**config.mk**
```make
export PLATFORM = sky130hd
export DESIGN_NAME = bmhq_ram
export DESIGN_NICKNAME = d
export VERILOG_FILES = /design/src/rtl/bmhq_ram.sv
export SDC_FILE = /design/constraint.sdc
export NUM_CORES = 1
export LEC_CHECK = 0
export BUFFER_PORTS_ARGS = -buffer_cell sky130_fd_sc_hd__buf_2
export CAP_MARGIN = 20
export CORE_MARGIN = 2
export CORE_UTILIZATION = 49
export DETAILED_ROUTE_END_ITERATION = 8
export PLACE_DENSITY = 0.75
export SYNTH_ARGS = -nofsm -noshare
export SYNTH_HDL_FRONTEND = slang
export SYNTH_SLANG_ARGS = --single-unit
```
**constraint.sdc**
```tcl
create_clock -name clk_i -period 2.7 [get_ports clk_i]
set_input_delay 0.54 -clock clk_i [delete_from_list [all_inputs] [get_ports clk_i]]
set_output_delay 0.54 -clock clk_i [all_outputs]
set_load 0.01 [all_outputs]
```
**src/rtl/bmhq_ram.sv**
```systemverilog
`timescale 1ns / 1ps
// ----------------------------------------------------------------------------
// bmhq_ram: single-port RAM with registered read data
// One access per cycle; read data holds until the next read.
// ----------------------------------------------------------------------------
module bmhq_ram #(
  parameter int unsigned WIDTH = 32,
  parameter int unsigned DEPTH = 2,
  parameter int unsigned AW    = (DEPTH > 1) ? $clog2(DEPTH) : 1
) (
  input  logic             clk_i,
  input  logic             we_i,
  input  logic             re_i,
  input  logic [AW-1:0]    addr_i,
  input  logic [WIDTH-1:0] wdata_i,
  output logic [WIDTH-1:0] rdata_o
);

  logic [WIDTH-1:0] mem [DEPTH];
  logic [WIDTH-1:0] rdata_q;

  // Write port and registered read port.
  always_ff @(posedge clk_i) begin
    if (we_i) begin
      mem[addr_i] <= wdata_i;
    end
    if (re_i) begin
      rdata_q <= mem[addr_i];
    end
  end

  assign rdata_o = rdata_q;

endmodule

```
==> results_dict.tcl <==
set metrics [dict create \
    coreArea_um2 6794 \
    p_clk_share_pct 28.0 \
    fin_cells 313 \
    die_h_um 87.63 \
    max_cap_viol_count 0 \
    synth_nets 170 \
    p_sw_uw 571.6 \
    synth_seq_cells 96 \
    dpl.hpwl_mm 3.211 \
    relSlewSlack_pct 50.76 \
    post_cts_buffers 0 \
    antenna_found_initial 0 \
    gp_congestion 0.6762 \
    p_per_area_nw_per_um2 685.4 \
    path_max_fanout 22 \
    cts-root-buf "clkbuf_8" \
    cts_buffer_depth 2 \
    drc_errors 0 \
    met3WireLength_um 177 \
    grt_pass1_wl_mm 7.307 \
    top_layer "met4" \
    grt_pass1_vias 1523 \
    finalHoldViolations 0 \
    crit_start "addr_i" \
    syn-cell-area_um2 3427 \
    die_w_um 87.63 \
    drt-total-wl_mm 4.725 \
    drt_first_iter_violations 90 \
    hp-class "input pin to register" \
    r2r-start "mem[1][31]" \
    synth.avg_cell_area_um2 25.57 \
    cp.required_ns 2.80 \
    detail-route-antenna-nets 0 \
    cp_cell_sequence "buf_2, buf_4, mux2_2" \
    p_leak_nw 1.531 \
    rows 30 \
    drt-met1-wl_mm 1.827 \
    layout-drive-gt1-share_pct 53.92 \
    vias 1465 \
    yosysWarnings 0 \
    start_util_pct 50.44 \
    final_nets 248 \
    cts_resized 0 \
    r2r_slack_ns 1.79 \
    htreeDepth 3 \
    p_comb_share_pct 7.4 \
    clk_latency_ns 0.34 \
    ys_seq_area_share_pct 84.12 \
    ctsHoldBuffers 0 \
    grt_setup_unrepaired "no" \
    clock.fmax_mhz 614.7 \
    internal_power_mw 2.190 \
    status "finished clean" \
    cp.arrival_ns 1.73 \
    ys_types 8 \
    sw_frac_of_total_pct 20.70 \
    area_growth_syn_to_layout_pct 17.56 \
    via_per_inst 4.681 \
    num_antenna_cells 0 \
    post-route-min-period_ns 1.627 \
    ir_drop_v 0.0003597 \
    fillCellCount 494 \
    path_clk_slew_ns 0.09 \
    grt-ovfl-total 0 \
    endpoint_kind "register" \
    grt_max_degree 33 \
    first_pass_iters 4 \
    period_share_pct 60.25 \
    p_seq_share_pct 64.6 \
    cts_tree "yes" \
    ios 68 \
    setup_violations 0 \
    crit_path_max_incr_delay_ns 0.45 \
    wl_met2_mm 2.649 \
    worstHoldStart "wdata_i[8]" \
    numPortBuffers 67 \
    cts_inserted_buffers 9 \
    dp.cells 297 \
    fin_tns_setup_ns 0 \
    crit_type "input pin to register" \
    wl_per_cell_um 15.10 \
    worstMarginPinSlew_ns 0.7386 \
    clock_skew_ns 0.007873 \
    cp_slowest_cell "buf_4" \
    clock_sinks 96 \
    die-area_um2 7679 \
    cp-start-kind "input pin" \
    synth_cells 134 \
    drv_slew 0 \
    grt_util_all_layers_pct 13.47 \
]
[per-stage QoR]
step | instance area (µm²) | setup WS (ns) | hold slack (ns) | power, mW | util (%)
2_1_floorplan | 3427 | 0.006493 | 0.5231 | 1.936 | -
4_1_cts | 4029 | 1.069 | 0.3586 | 2.796 | 59.30
5_1_grt | 4029 | 0.9949 | 0.3557 | 2.876 | 59.30
3_5_place_dp | 3866 | 0.6885 | 0.5338 | 2.028 | 56.91
3_3_place_gp | 3866 | 0.7288 | 0.5298 | 2.018 | 56.91
6_report | 4029 | 1.073 | 0.3785 | 2.761 | 59.30
[per-layer routing]
layer / vias up / track usage [%]
met5: - / 0
met4: 0 / 7.552
met3: 7 / 3.487
met2: 39 / 24.59
met1: 728 / 13.96
li1: 691 / -
[kinds of logic after synthesis]
group,share of synthesized area [%]
buffers and inverters,1.935
flip-flops,84.12
multiplexers,13.58
AND/OR/NAND/NOR,0.3653
[cell usage after synthesis]
cell type | instances | area, µm²
buf_6 | 1 | 11.26
mux2_2 | 4 | 45.04
nor2b_1 | 1 | 6.260
and2_1 | 1 | 6.260
buf_8 | 1 | 15.01
mux2_4 | 28 | 420.4
buf_12 | 2 | 40.04
edfxtp_1 | 96 | 2883
[state kept, by name, indices dropped and copies added, names as in the netlist]
| signal | flops |
|---|---|
| mem | 64 |
| rdata_o | 32 |
[final timing paths]
| path | to | cells after the start |
|---|---|---|
| worst max-delay path | rdata_o[0] | 3 |
| worst min-delay path | mem[0][8] | 1 |
| worst max register to register | rdata_o[31] | 1 |
| worst min register to register | rdata_o[9] | 1 |
[placed cells by master (no fill, tap or decap)]
master      netlist  final
clkinv_1          0      3
clkinv_2          0      1
buf_4             0      3
mux2_4           28     28
clkinvlp_4        0      3
and2_1            1      1
buf_12            2      1
mux2_2            4      4
nor2b_4           0      1
edfxtp_1         96     96
buf_2             0     67
clkbuf_8          0      9
[power groups by stage]
stage | registers [mW] | clock network (mW) | logic, mW
3_3_place_gp | 1.82 | 0 | 0.203
5_1_grt | 1.79 | 0.861 | 0.222
6_report | 1.78 | 0.773 | 0.205
2_1_floorplan | 1.84 | 0 | 0.101
3_5_place_dp | 1.82 | 0 | 0.209
4_1_cts | 1.79 | 0.802 | 0.209
[worst max-delay path: cells and delay by family]
| family | cells | cell delay, ns |
|---|---|---|
| mux | 1 | 0.38 |
| buf+inv | 2 | 0.79 |
[cell type report]
class	count	area, µm²	share of cell area [%]
Clock inverter	7	38.79	0.9627
Multi-Input combinational cell	34	485.5	12.05
Timing Repair Buffer	71	377.9	9.379
Clock buffer	9	123.9	3.075
Tap cell	96	120.1	2.981
Sequential cell	96	2883	71.55
Note: power is estimated with default switching activity, not from simulation.
