--- src/rtl/bmhq_pkg.sv ---
`timescale 1ns / 1ps
// ----------------------------------------------------------------------------
// bmhq_pkg: shared types and constants of the binary min-heap queue
// Sizes, operation and status codes, the heap entry, and the structs that
// travel between the level cells and the top level.
// ----------------------------------------------------------------------------
package bmhq_pkg;

  // Number of heap slots and field widths.
  localparam int unsigned DEPTH = 256;
  localparam int unsigned KEY_W = 16;
  localparam int unsigned PAY_W = 16;
  localparam int unsigned ENT_W = KEY_W + PAY_W;

  // Positions are 1-based and must hold DEPTH itself.
  localparam int unsigned POS_W = $clog2(DEPTH + 1);
  // Tree levels 0 .. NLVL-1; level 0 is the root register.
  localparam int unsigned NLVL  = $clog2(DEPTH + 1);
  localparam int unsigned LVL_W = $clog2(NLVL);

  // Operation codes of a request.
  typedef enum logic [1:0] {
    FUNC_INSERT = 2'd0,
    FUNC_REMOVE = 2'd1,
    FUNC_PEEK   = 2'd2
  } func_e;

  // Status codes of a response.
  typedef enum logic [1:0] {
    STAT_OK    = 2'd0,
    STAT_FULL  = 2'd1,
    STAT_EMPTY = 2'd2
  } status_e;

  // Kind of walk a token performs through the level cells.
  typedef enum logic {
    OP_INSERT = 1'b0,
    OP_REMOVE = 1'b1
  } op_e;

  // Controller states.
  typedef enum logic [1:0] {
    ST_IDLE  = 2'd0,
    ST_FETCH = 2'd1,
    ST_LOAD  = 2'd2,
    ST_WALK  = 2'd3
  } state_e;

  typedef struct packed {
    logic [KEY_W-1:0] key;
    logic [PAY_W-1:0] payload;
  } entry_t;

  // Token handed from one level cell to the next. ppos is the position of
  // the parent node, which lives one level above the receiving cell.
  typedef struct packed {
    logic             valid;
    op_e              op;
    entry_t           carry;
    logic             shift;
    logic [POS_W-1:0] ppos;
    logic [LVL_W-1:0] dlvl;
  } tok_t;

  // Write of an entry into the level above (sift-down moves entries up).
  typedef struct packed {
    logic             valid;
    logic [POS_W-1:0] pos;
    entry_t           ent;
  } wb_t;

  // Read of the last entry before a sift-down.
  typedef struct packed {
    logic             valid;
    logic [LVL_W-1:0] lvl;
    logic [POS_W-1:0] pos;
  } fetch_t;

  // Access to the pair memories of one level.
  typedef struct packed {
    logic             re;
    logic             we;
    logic             wside;
    logic [POS_W-1:0] row;
    entry_t           wdata;
  } mem_req_t;

  // Rows of sibling pairs needed at one level.
  function automatic int unsigned lvl_rows(int unsigned l);
    int unsigned top_pos;
    top_pos = (2 ** (l + 1)) - 1;
    if (top_pos > DEPTH) begin
      top_pos = DEPTH;
    end
    return ((top_pos - (2 ** l)) >> 1) + 1;
  endfunction

  // Index of the highest set bit.
  function automatic logic [LVL_W-1:0] msb_idx(logic [POS_W-1:0] v);
    logic [LVL_W-1:0] r;
    r = '0;
    for (int i = 0; i < POS_W; i++) begin
      if (v[i]) begin
        r = LVL_W'(i);
      end
    end
    return r;
  endfunction

endpackage

--- src/rtl/bmhq_cell.sv ---
`timescale 1ns / 1ps
// ----------------------------------------------------------------------------
// bmhq_cell: one level of the heap tree
// Takes the token from the level above, reads the sibling pair under the
// parent node, decides the move and passes the token to the level below.
// ----------------------------------------------------------------------------
module bmhq_cell (
  input  logic                       clk_i,
  input  logic                       rst_ni,
  input  logic [bmhq_pkg::LVL_W-1:0] lvl_i,
  input  logic [bmhq_pkg::POS_W-1:0] count_i,
  input  bmhq_pkg::tok_t             tok_i,
  output bmhq_pkg::tok_t             tok_o,
  input  bmhq_pkg::wb_t              wb_i,
  output bmhq_pkg::wb_t              wb_o,
  input  bmhq_pkg::fetch_t           fetch_i,
  output bmhq_pkg::mem_req_t         mreq_o,
  input  bmhq_pkg::entry_t           rd_l_i,
  input  bmhq_pkg::entry_t           rd_r_i,
  output logic                       done_o
);

  bmhq_pkg::tok_t tok_q;
  logic           a_q;
  logic           b_q;

  logic [bmhq_pkg::POS_W-1:0] base;
  logic [bmhq_pkg::LVL_W-1:0] bidx;
  logic                       ins_bit;
  logic [bmhq_pkg::POS_W-1:0] prow;
  logic [bmhq_pkg::POS_W:0]   c_left;
  logic [bmhq_pkg::POS_W:0]   c_right;
  logic [bmhq_pkg::POS_W:0]   cnt_x;
  logic                       has_left;
  logic                       has_right;
  logic                       at_target;
  logic                       need_read;
  logic                       pick_r;
  bmhq_pkg::entry_t           node;
  bmhq_pkg::entry_t           child;
  logic [bmhq_pkg::POS_W-1:0] ch_pos;
  logic                       ch_leaf;

  // Phase A holds a fresh token; phase B sees the pair read for it.
  always_ff @(posedge clk_i or negedge rst_ni) begin
    if (!rst_ni) begin
      a_q <= 1'b0;
      b_q <= 1'b0;
    end else begin
      a_q <= tok_i.valid;
      b_q <= a_q && need_read;
    end
  end

  always_ff @(posedge clk_i) begin
    if (tok_i.valid) begin
      tok_q <= tok_i;
    end
  end

  // Path and child addressing within this level.
  always_comb begin
    base      = bmhq_pkg::POS_W'(1) << (lvl_i - bmhq_pkg::LVL_W'(1));
    bidx      = tok_q.dlvl - lvl_i;
    ins_bit   = count_i[bidx];
    prow      = tok_q.ppos ^ base;
    c_left    = {tok_q.ppos, 1'b0};
    c_right   = {tok_q.ppos, 1'b1};
    cnt_x     = {1'b0, count_i};
    has_left  = c_left <= cnt_x;
    has_right = c_right <= cnt_x;
    at_target = tok_q.dlvl == lvl_i;
    need_read = (tok_q.op == bmhq_pkg::OP_INSERT) ? !at_target : has_left;
    node      = ins_bit ? rd_r_i : rd_l_i;
    pick_r    = has_right && (rd_r_i.key < rd_l_i.key);
    child     = pick_r ? rd_r_i : rd_l_i;
    ch_pos    = bmhq_pkg::POS_W'({tok_q.ppos, pick_r});
    ch_leaf   = {ch_pos, 1'b0} > cnt_x;
  end

  // Step decisions and memory access.
  always_comb begin
    mreq_o = '0;
    tok_o  = '0;
    wb_o   = '0;
    done_o = 1'b0;
    if (a_q) begin
      mreq_o.row = prow;
      if (tok_q.op == bmhq_pkg::OP_INSERT) begin
        if (at_target) begin
          // The new slot: drop what is carried there.
          mreq_o.we    = 1'b1;
          mreq_o.wside = ins_bit;
          mreq_o.wdata = tok_q.carry;
          done_o       = 1'b1;
        end else begin
          mreq_o.re = 1'b1;
        end
      end else begin
        if (has_left) begin
          mreq_o.re = 1'b1;
        end else begin
          wb_o   = '{valid: 1'b1, pos: tok_q.ppos, ent: tok_q.carry};
          done_o = 1'b1;
        end
      end
    end else if (b_q) begin
      mreq_o.row = prow;
      if (tok_q.op == bmhq_pkg::OP_INSERT) begin
        // Once the new key has displaced a node, every node below shifts down.
        tok_o       = tok_q;
        tok_o.ppos  = bmhq_pkg::POS_W'({tok_q.ppos, ins_bit});
        if (tok_q.shift || (tok_q.carry.key < node.key)) begin
          mreq_o.we    = 1'b1;
          mreq_o.wside = ins_bit;
          mreq_o.wdata = tok_q.carry;
          tok_o.carry  = node;
          tok_o.shift  = 1'b1;
        end
      end else begin
        if (child.key < tok_q.carry.key) begin
          // Smaller child moves up into the parent slot.
          wb_o = '{valid: 1'b1, pos: tok_q.ppos, ent: child};
          if (ch_leaf) begin
            mreq_o.we    = 1'b1;
            mreq_o.wside = pick_r;
            mreq_o.wdata = tok_q.carry;
            done_o       = 1'b1;
          end else begin
            tok_o      = tok_q;
            tok_o.ppos = ch_pos;
          end
        end else begin
          wb_o   = '{valid: 1'b1, pos: tok_q.ppos, ent: tok_q.carry};
          done_o = 1'b1;
        end
      end
    end else if (wb_i.valid) begin
      // Entry moved up from the level below.
      mreq_o.we    = 1'b1;
      mreq_o.row   = (wb_i.pos >> 1) ^ base;
      mreq_o.wside = wb_i.pos[0];
      mreq_o.wdata = wb_i.ent;
    end else if (fetch_i.valid && (fetch_i.lvl == lvl_i)) begin
      mreq_o.re  = 1'b1;
      mreq_o.row = (fetch_i.pos >> 1) ^ base;
    end
  end

endmodule

--- config.mk ---
export PLATFORM = sky130hd
export DESIGN_NAME = bmhq_cell
export DESIGN_NICKNAME = d
export VERILOG_FILES = /design/src/rtl/bmhq_pkg.sv /design/src/rtl/bmhq_cell.sv
export SDC_FILE = /design/constraint.sdc
export NUM_CORES = 1
export LEC_CHECK = 0
export BUFFER_PORTS_ARGS = -buffer_cell sky130_fd_sc_hd__buf_4
export CAP_MARGIN = 20
export CORE_MARGIN = 2
export CORE_UTILIZATION = 40
export DETAILED_ROUTE_END_ITERATION = 10
export PLACE_DENSITY = 0.82
export SYNTH_ARGS = -nofsm -noshare
export SYNTH_HDL_FRONTEND = slang
export SYNTH_SLANG_ARGS = --single-unit
--- constraint.sdc ---
create_clock -name clk_i -period 8.8 [get_ports clk_i]
set_input_delay 0.88 -clock clk_i [delete_from_list [all_inputs] [get_ports clk_i]]
set_output_delay 0.88 -clock clk_i [all_outputs]
set_load 0.05 [all_outputs]
==> results of run 1 <==
==> layout make-up <==
cell class / count / area share, %
Inverter: 51 / 2.22
Multi-Input combinational cell: 539 / 47.9
Sequential cell: 49 / 16.9
Timing Repair Buffer: 325 / 28.3
Tap cell: 184 / 2.67
Clock inverter: 1 / 0.348
Clock buffer: 7 / 1.65
==> power groups by stage <==
| stage | clock [µW] | combinational (µW) | sequential [µW] |
|---|---|---|---|
| after floorplan | 0 | 515 | 296 |
| after global placement | 0 | 745 | 307 |
| after detailed placement | 0 | 755 | 307 |
| after CTS | 244 | 759 | 302 |
| after global routing | 251 | 813 | 306 |
| final | 237 | 762 | 303 |
==> through the flow <==
stage	cells	hold WS, ns	worst slack [ns]
2_1_floorplan	678	0.584	2.01
3_3_place_gp	1147	0.649	1.55
3_5_place_dp	1147	0.655	1.48
4_1_cts	1155	0.349	1.46
5_1_grt	1156	0.349	1.13
6_report	1156	0.358	1.40
==> worst max-delay path by stage <==
stage	start	endpoint	slack, ns	cells after the start
after floorplan	lvl_i[0]	tok_o[39]	2.01	20
after global placement	lvl_i[0]	tok_o[26]	1.55	21
after detailed placement	lvl_i[0]	tok_o[26]	1.48	21
after CTS	lvl_i[0]	tok_o[26]	1.46	21
after global routing	lvl_i[0]	tok_o[26]	1.13	21
final	lvl_i[0]	tok_o[26]	1.40	21
==> placed cells by master, fill, tap and decap left out, types with 17 or more instances in the layout <==
cell type  instances
a211oi_1          33
a21oi_1           33
a22o_1            47
buf_4            325
edfxtp_1          47
ha_1              65
inv_1             51
mux2i_1           49
nand2_1           50
nor2_1            52
o21ai_0           36
o2bb2ai_1         17
==> sequential cells by signal, indices dropped and copies added (netlist names) <==
name    count
b_q         1
tok_q      38
a_q         1
c_left      9
==> layer usage <==
layer  global-route usage, %  wire length [µm]  vias up
met5                       0                 0        -
met4                    11.3               719        0
met3                    4.12              1280       52
met2                    46.3             11100      290
met1                    33.5              9360     3100
li1                        -                 -     3116
==> worst reg2reg max path, stage by stage, from the launching register on <==
cell      delay, ns
edfxtp_1       0.53
ha_1           0.37
a211oi_1       0.22
nand2_1        0.13
o21bai_1       0.17
o311a_1        0.15
nor3b_1        0.29
==> cell families after synthesis <==
| logic type | synth area share, % |
|---|---|
| adders and majority gates | 14.0 |
| xor gates and xnor gates | 4.70 |
| and+or+nand+nor | 15.3 |
| muxes | 9.17 |
| AOI/OAI and AO/OA | 25.8 |
| buffers and inverters | 6.53 |
| DFF | 24.5 |
==> impl_metrics.ini, run 1 <==
[status]
status = completed

[floorplanning]
start_util_pct = 41.0
dieArea_um2 = 15900
core.rowCount = 44
fp.dieW_um = 126
core_area_um2 = 14500
dieHeight_um = 126
ios = 318

[layout]
fin_area_um2 = 8630
n_antenna_cell = 0
nNetsFinal = 1220
fill_cells = 1322
drive_gt1_share_pct = 36.0
final-seq-area_um2 = 1460
fin_util_pct = 59.4
syn2layout_area_growth_pct = 44.7
multiInputGateArea_um2 = 4130

[clock_network]
cts_setup_buffers = 0
clock_sink_count = 49
cts_made_buffers = 5
clk_pin_slew_ns = 0.07
clock_latency_ns = 0.30
cts-root-buf = clkbuf_16
cts_max_level = 2
cts_buffer_depth = 2
ctsHoldBuffers = 0
post_cts_resized = 0
cts_tree = built

[synthesis]
synth-warning-count = 0
synth_area_leaders = edfxtp_1, ha_1, mux2i_1
synth_area_um2 = 5960
synth_nets = 927
synth_top_flop_cell = edfxtp_1
ys_ff_latch = 49
synth.top_cells.by_count = ha_1, nor2_1, inv_1
async_reset_ff_share_pct = 4.08
syn_inst = 678
avgSynthCellArea_um2 = 8.80
yosysSeqAreaShare_pct = 24.5
yosysTopAreaCell = edfxtp_1
ys_types = 68
yosys.area.top_type_share_pct = 23.7
synth_edf_count = 47
yosysMostFrequentCell = ha_1

[worst_setup_path]
reg2reg_to = b_q$_DFF_PN0_
crit_path_end_kind = primary output
crit_family = compound AO/OA/AOI/OAI gates
crit_chain = buf_4 -> ha_1 -> inv_1 -> fa_1 -> mux4_2 -> o211a_1 -> or2_0 -> nor2_4 -> buf_4 -> mux2i_1 -> ha_1 -> a21o_1 -> a21oi_1 -> o211a_1 -> o221ai_1 -> a21o_1 -> nor2_4 -> buf_4 -> nor2_1 -> a211oi_1 -> buf_4
critical_path_class = input pin to primary output
rrSetupSlack_ns = 6.83
worstReg2RegStart = c_left[8]$_DFFE_PP_
cp_max_fo = 46
slowest_delay_ns = 0.64
required_ns = 7.92
crit_path_top_delay_cell = nor2_4
arrival_ns = 6.52
cpMostUsedCell = buf_4
reg2reg_depth = 6
cp-start-kind = input pin
cp_num_buf_inv = 5

[power_and_ir_drop]
finalPower_uw = 1300
p_clk_share_pct = 18.2
combPwrFrac_pct = 58.5
pwr_density_cell_nw_per_um2 = 151
leakagePower_uw = 0.00427
p_seq_share_pct = 23.3
irDropWorstVdd_uv = 86.2
p_int_uw = 702
p_sw_share_pct = 46.1
p_switching_uw = 601

[drt]
viasPerCell = 5.67
ant_nets = 0
drt-pass1-iter-count = 5
drc = 0
wl_per_cell_um = 19.4
drt-total-wl_um = 22400
vias = 6558
drt-initial-drc-count = 532

[sta]
slew_viol_final = 0
rsz0062_at_grt = false
slew_headroom_pct = 31.0
worst_pin_slew_ns = 1.02
fin_crit_sh_pct = 84.1
clock.fmax_mhz = 135
clock_skew_ns = 0.00590
hold_violations = 0
min_period_ns = 7.40
setup_viol = 0
fin_tns_setup_ns = 0

[placement]
place_area_um2 = 8450
routabilityCongestion = 0.916
io_buffer_count = 316
hpwl_um = 17500

[flow_run]
maxCapViolCount = 0

[grt]
grt_max_degree = 49
grt_pass1_wl_um = 34000
grtUsageTotal_pct = 26.9
grt_pass1_vias = 6442
antenna_found_initial = 0
grt_overflow = 0

[hold_path]
hp-class = input pin to async pin
Note: power is estimated with default switching activity, not from simulation.
==> run 2: changes to the inputs <==
==> constraint.sdc (replaced) <==
create_clock -name clk_i -period 7.6 [get_ports clk_i]
set_input_delay 0.76 -clock clk_i [delete_from_list [all_inputs] [get_ports clk_i]]
set_output_delay 0.76 -clock clk_i [all_outputs]
set_load 0.05 [all_outputs]
==> run 2 against run 1 <==
Compared with the run above:
- sequential share of layout area is essentially flat
- clock skew shrank 0.0038 ns
- sequential power grew 16%
- die area is the same
- global-route usage shrank 0.28 points
- combinational power grew 16%
- worst hold slack lost 0.12 ns
- routed wire length shrank 1.3%
- register-to-register slack lost 1.2 ns
- flip-flop and latch count is the same
- non-clock buffer count grew 1
==> impl_metrics.ini, run 2 (synthesis gave the netlist of run 1 again) <==
[status]
status = completed

[clock_network]
post_cts_resized = 0
cts_buffer_depth = 2
clock_latency_ns = 0.31
cts_made_buffers = 5
clk_pin_slew_ns = 0.07
ctsHoldBuffers = 0
clock_sink_count = 49
cts_setup_buffers = 0
cts-root-buf = clkbuf_16
cts_max_level = 2
cts_tree = built

[sta]
slew_headroom_pct = 26.3
hold_slack_ns = 0.238
min_period_ns = 6.84
hold_violations = 0
clock.fmax_mhz = 146
worst_pin_slew_ns = 1.10
clock_skew_ns = 0.00208
slew_viol_final = 0
fin_crit_sh_pct = 90.0
setup_viol = 0
fin_tns_setup_ns = 0
rsz0062_at_grt = false

[floorplanning]
dieArea_um2 = 15900
dieHeight_um = 126
start_util_pct = 41.0
ios = 318
core.rowCount = 44
core_area_um2 = 14500
fp.dieW_um = 126

[grt]
grtUsageTotal_pct = 26.6
grt_pass1_wl_um = 33800
antenna_found_initial = 0
grt_overflow = 0
grt_pass1_vias = 6361
grt_max_degree = 49

[worst_setup_path]
critical_path_class = input pin to primary output
arrival_ns = 6.08
cp_max_fo = 33
cp-start-kind = input pin
crit_path_end_kind = primary output
rrSetupSlack_ns = 5.60
required_ns = 6.84

[power_and_ir_drop]
leakagePower_uw = 0.00427
irDropWorstVdd_uv = 92.3
pwr_density_cell_nw_per_um2 = 173

[drt]
drt-initial-drc-count = 414
met1Wirelength_um = 9170
wl_met2_um = 11200
ant_nets = 0
vias = 6503
highest_layer = met4
drt-total-wl_um = 22100
drc = 0
drt-pass1-iter-count = 5
wl_per_cell_um = 19.1
viasPerCell = 5.63
wl_met3_um = 1350

[hold_path]
hp-class = input pin to async pin

[layout]
top_regs = tok_q: 38 flops, c_left: 9 flops
n_antenna_cell = 0
top_register = tok_q
final_common_cell = buf_4
fin_area_um2 = 8630
fill_cells = 1300
mostFrequentLayoutCells = buf_4, ha_1, nor2_1, inv_1, nand2_1
drive_gt1_share_pct = 36.1
nNetsFinal = 1221
largest_reg_flops = 38
syn2layout_area_growth_pct = 44.8

[placement]
io_buffer_count = 316
hpwl_um = 17500
place_area_um2 = 8470
routabilityCongestion = 0.926

[flow_run]
maxCapViolCount = 0
[run 2: cell types whose count changed in the layout (fill, tap and decap cells not counted), sizes merged]
cell,change
clkinv,+1
buf,+1
clkbuf,-2
[run 2: report_power, final]
part	total (µW)	switching, µW	internal [µW]
clock	263	109	153
sequential	351	29.8	321
combinational	884	554	330
[run 2: area by class of cell]
| cell class | count | area [µm²] | share of cell area (%) |
|---|---|---|---|
| Tap cell | 184 | 230 | 2.67 |
| Clock inverter | 2 | 35.0 | 0.406 |
| Sequential cell | 49 | 1460 | 16.9 |
| Timing Repair Buffer | 326 | 2460 | 28.5 |
| Multi-Input combinational cell | 539 | 4130 | 47.8 |
| Inverter | 51 | 191 | 2.22 |
| Clock buffer | 5 | 125 | 1.45 |
[run 2: stage by stage]
step | total power, µW | utilization, % | worst slack (ns) | cells
floorplan | 939 | - | 1.05 | 678
finish | 1500 | 59.4 | 0.758 | 1156
global route | 1580 | 59.4 | 0.454 | 1156
CTS | 1500 | 59.4 | 0.784 | 1156
detailed placement | 1230 | 58.3 | 0.800 | 1149
global placement | 1220 | 58.3 | 0.866 | 1149
[run 2: path summary, 6_finish.rpt]
check	endpoint	cells past startpoint	from
worst max-delay path	mreq_o[29]	20	lvl_i[0]
worst min-delay path	b_q$_DFF_PN0_	1	rst_ni
worst max register to register	b_q$_DFF_PN0_	6	c_left[8]$_DFFE_PP_
worst min register to register	b_q$_DFF_PN0_	1	a_q$_DFF_PN0_
max in group asynchronous	a_q$_DFF_PN0_	1	rst_ni
min in group clk_i	tok_q[45]$_DFFE_PP_	1	tok_i[45]
[run 2: per-layer routing]
| layer | vias to the layer above | track usage (%) |
|---|---|---|
| met5 | - | 0 |
| met4 | 0 | 7.11 |
| li1 | 3119 | - |
| met1 | 3076 | 32.4 |
| met3 | 33 | 4.38 |
| met2 | 275 | 48.4 |
[run 2: worst max-delay path, stage by stage]
cell,delay [ns]
buf_4,0.13
ha_1,0.16
inv_1,0.05
fa_1,0.58
mux4_2,0.33
o211a_1,0.15
or2_0,0.32
nor2_4,0.33
buf_4,0.36
mux2i_1,0.32
ha_1,0.31
and3_1,0.16
nand4_1,0.18
nor2b_1,0.16
o221ai_1,0.16
a21o_1,0.25
nor2_4,0.38
a211o_4,0.49
a22o_1,0.24
buf_4,0.21
==> run 3: changes to the inputs <==
==> constraint.sdc (replaced) <==
create_clock -name clk_i -period 8.1 [get_ports clk_i]
set_input_delay 0.81 -clock clk_i [delete_from_list [all_inputs] [get_ports clk_i]]
set_output_delay 0.81 -clock clk_i [all_outputs]
set_load 0.05 [all_outputs]
==> run 3 against run 2 <==
Compared with the run above:
- non-clock buffer count down 2
- highest routed layer unchanged
- die area unchanged
- global-route usage decreased by 0.13 points
- sequential share of layout area about the same
- worst hold slack gained 0.056 ns
- clock power down 6%
- first-iteration DRC count rose by 21%
- combinational power down 6.4%
- sequential power decreased by 6.3%
- worst setup slack improved by 0.20 ns
- critical path depth did not move
==> impl_metrics.ini, run 3 (synthesis gave the netlist of run 1 again) <==
[worst_setup_path]
cp_max_fo = 33
cp-start-kind = input pin
required_ns = 7.29
cp-endpoint = mreq_o[29]
reg2reg_depth = 5
critical_path_class = input pin to primary output
crit_path_end_kind = primary output
worstReg2RegStart = c_left[5]$_DFFE_PP_
reg2reg_to = b_q$_DFF_PN0_
setup.worst_path.start = lvl_i[0]
rrSetupSlack_ns = 6.13
arrival_ns = 6.33

[drt]
vias = 6526
ant_nets = 0
wl_per_cell_um = 19.1
drt-initial-drc-count = 499
drc = 0
drt-total-wl_um = 22100
viasPerCell = 5.65
drt-pass1-iter-count = 5

[layout]
syn2layout_area_growth_pct = 44.6
drive_gt1_share_pct = 35.8
layout.cells.non_filler = 1155
fill_cells = 1295
top_register = tok_q
final_common_cell = buf_4
nNetsFinal = 1219
top_regs = tok_q: 38 flops, c_left: 9 flops
n_antenna_cell = 0
largest_reg_flops = 38
mostFrequentLayoutCells = buf_4, ha_1, nor2_1, inv_1, nand2_1

[sta]
hold_violations = 0
fin_crit_sh_pct = 88.2
hold_slack_ns = 0.293
worst_pin_slew_ns = 1.08
slew_viol_final = 0
setup_viol = 0
clock_skew_ns = 0.00341
fin_tns_setup_ns = 0
rsz0062_at_grt = false
slew_headroom_pct = 27.2
worst_slack_ns = 0.956
clock.fmax_mhz = 140
min_period_ns = 7.14

[clock_network]
cts-root-buf = clkbuf_16
cts_made_buffers = 5
cts_max_level = 2
cts_buffer_depth = 2
clock_latency_ns = 0.30
post_cts_resized = 0
clock_sink_count = 49
ctsHoldBuffers = 0
cts_tree = built
clk_pin_slew_ns = 0.07
cts_setup_buffers = 0

[status]
status = completed

[floorplanning]
ios = 318
fp.dieW_um = 126
dieHeight_um = 126
dieArea_um2 = 15900
core_area_um2 = 14500
start_util_pct = 41.0
core.rowCount = 44

[placement]
hpwl_um = 17300
routabilityCongestion = 0.929
io_buffer_count = 316
place_ws_ns = 1.03
dp_cells = 1147

[flow_run]
maxCapViolCount = 0

[grt]
grtUsageTotal_pct = 26.5
grt_overflow = 0
antenna_found_initial = 0
grt_pass1_vias = 6279
grt_pass1_wl_um = 33400
grt_max_degree = 49

[hold_path]
hp-class = input pin to async pin

[power_and_ir_drop]
leakagePower_uw = 0.00426
pwr_density_cell_nw_per_um2 = 163
irDropWorstVdd_uv = 89.8
## run 3: per-layer routing
layer	track usage (%)	part of all wire [%]
met4	11.2	3.6
met3	3.78	6.8
met5	0	0
met1	33.4	41
met2	45.2	49
## run 3: cell type report
cell class / count / area [µm²] / share of cell area, %
clock buffers: 6 / 129 / 1.49
clock inverters: 2 / 33.8 / 0.392
inverters: 51 / 191 / 2.22
multi-input cells: 539 / 4130 / 47.9
flip-flops and latches: 49 / 1460 / 16.9
well taps: 184 / 230 / 2.67
repair buffers: 324 / 2440 / 28.4
## run 3: worst min path at each step
stage	slack (ns)	endpoint
after floorplan	0.51	a_q$_DFF_PN0_
after global placement	0.61	b_q$_DFF_PN0_
after detailed placement	0.61	b_q$_DFF_PN0_
after CTS	0.29	b_q$_DFF_PN0_
after global routing	0.28	a_q$_DFF_PN0_
final	0.29	a_q$_DFF_PN0_
## run 3: power breakdown
group | internal, µW | switching, µW | leakage [µW]
logic | 306 | 520 | 0.00370
registers | 301 | 27.6 | 0.000484
clock network | 145 | 103 | 0.0000785
total | 753 | 651 | 0.00426
## run 3: stage by stage
| step | util (%) | power [µW] | cell area, µm² |
|---|---|---|---|
| after detailed placement | 58.2 | 1160 | 8460 |
| after global placement | 58.2 | 1140 | 8460 |
| after global routing | 59.3 | 1480 | 8620 |
| final | 59.3 | 1400 | 8620 |
| after floorplan | - | 881 | 5960 |
| after CTS | 59.3 | 1410 | 8620 |
## run 3: critical path, cell delays in order
cell and delay, ns:
buf_4 0.13, ha_1 0.18, inv_1 0.05, fa_1 0.58, mux4_2 0.34, o211a_1 0.15
or2_0 0.33, nor2_4 0.38, buf_4 0.30, mux2i_1 0.29, ha_1 0.29, and3_1 0.17
a221o_1 0.37, a21oi_1 0.16, o221ai_1 0.18, a21o_1 0.25, nor2_4 0.39, a211o_4 0.50
a22o_1 0.25, buf_4 0.21
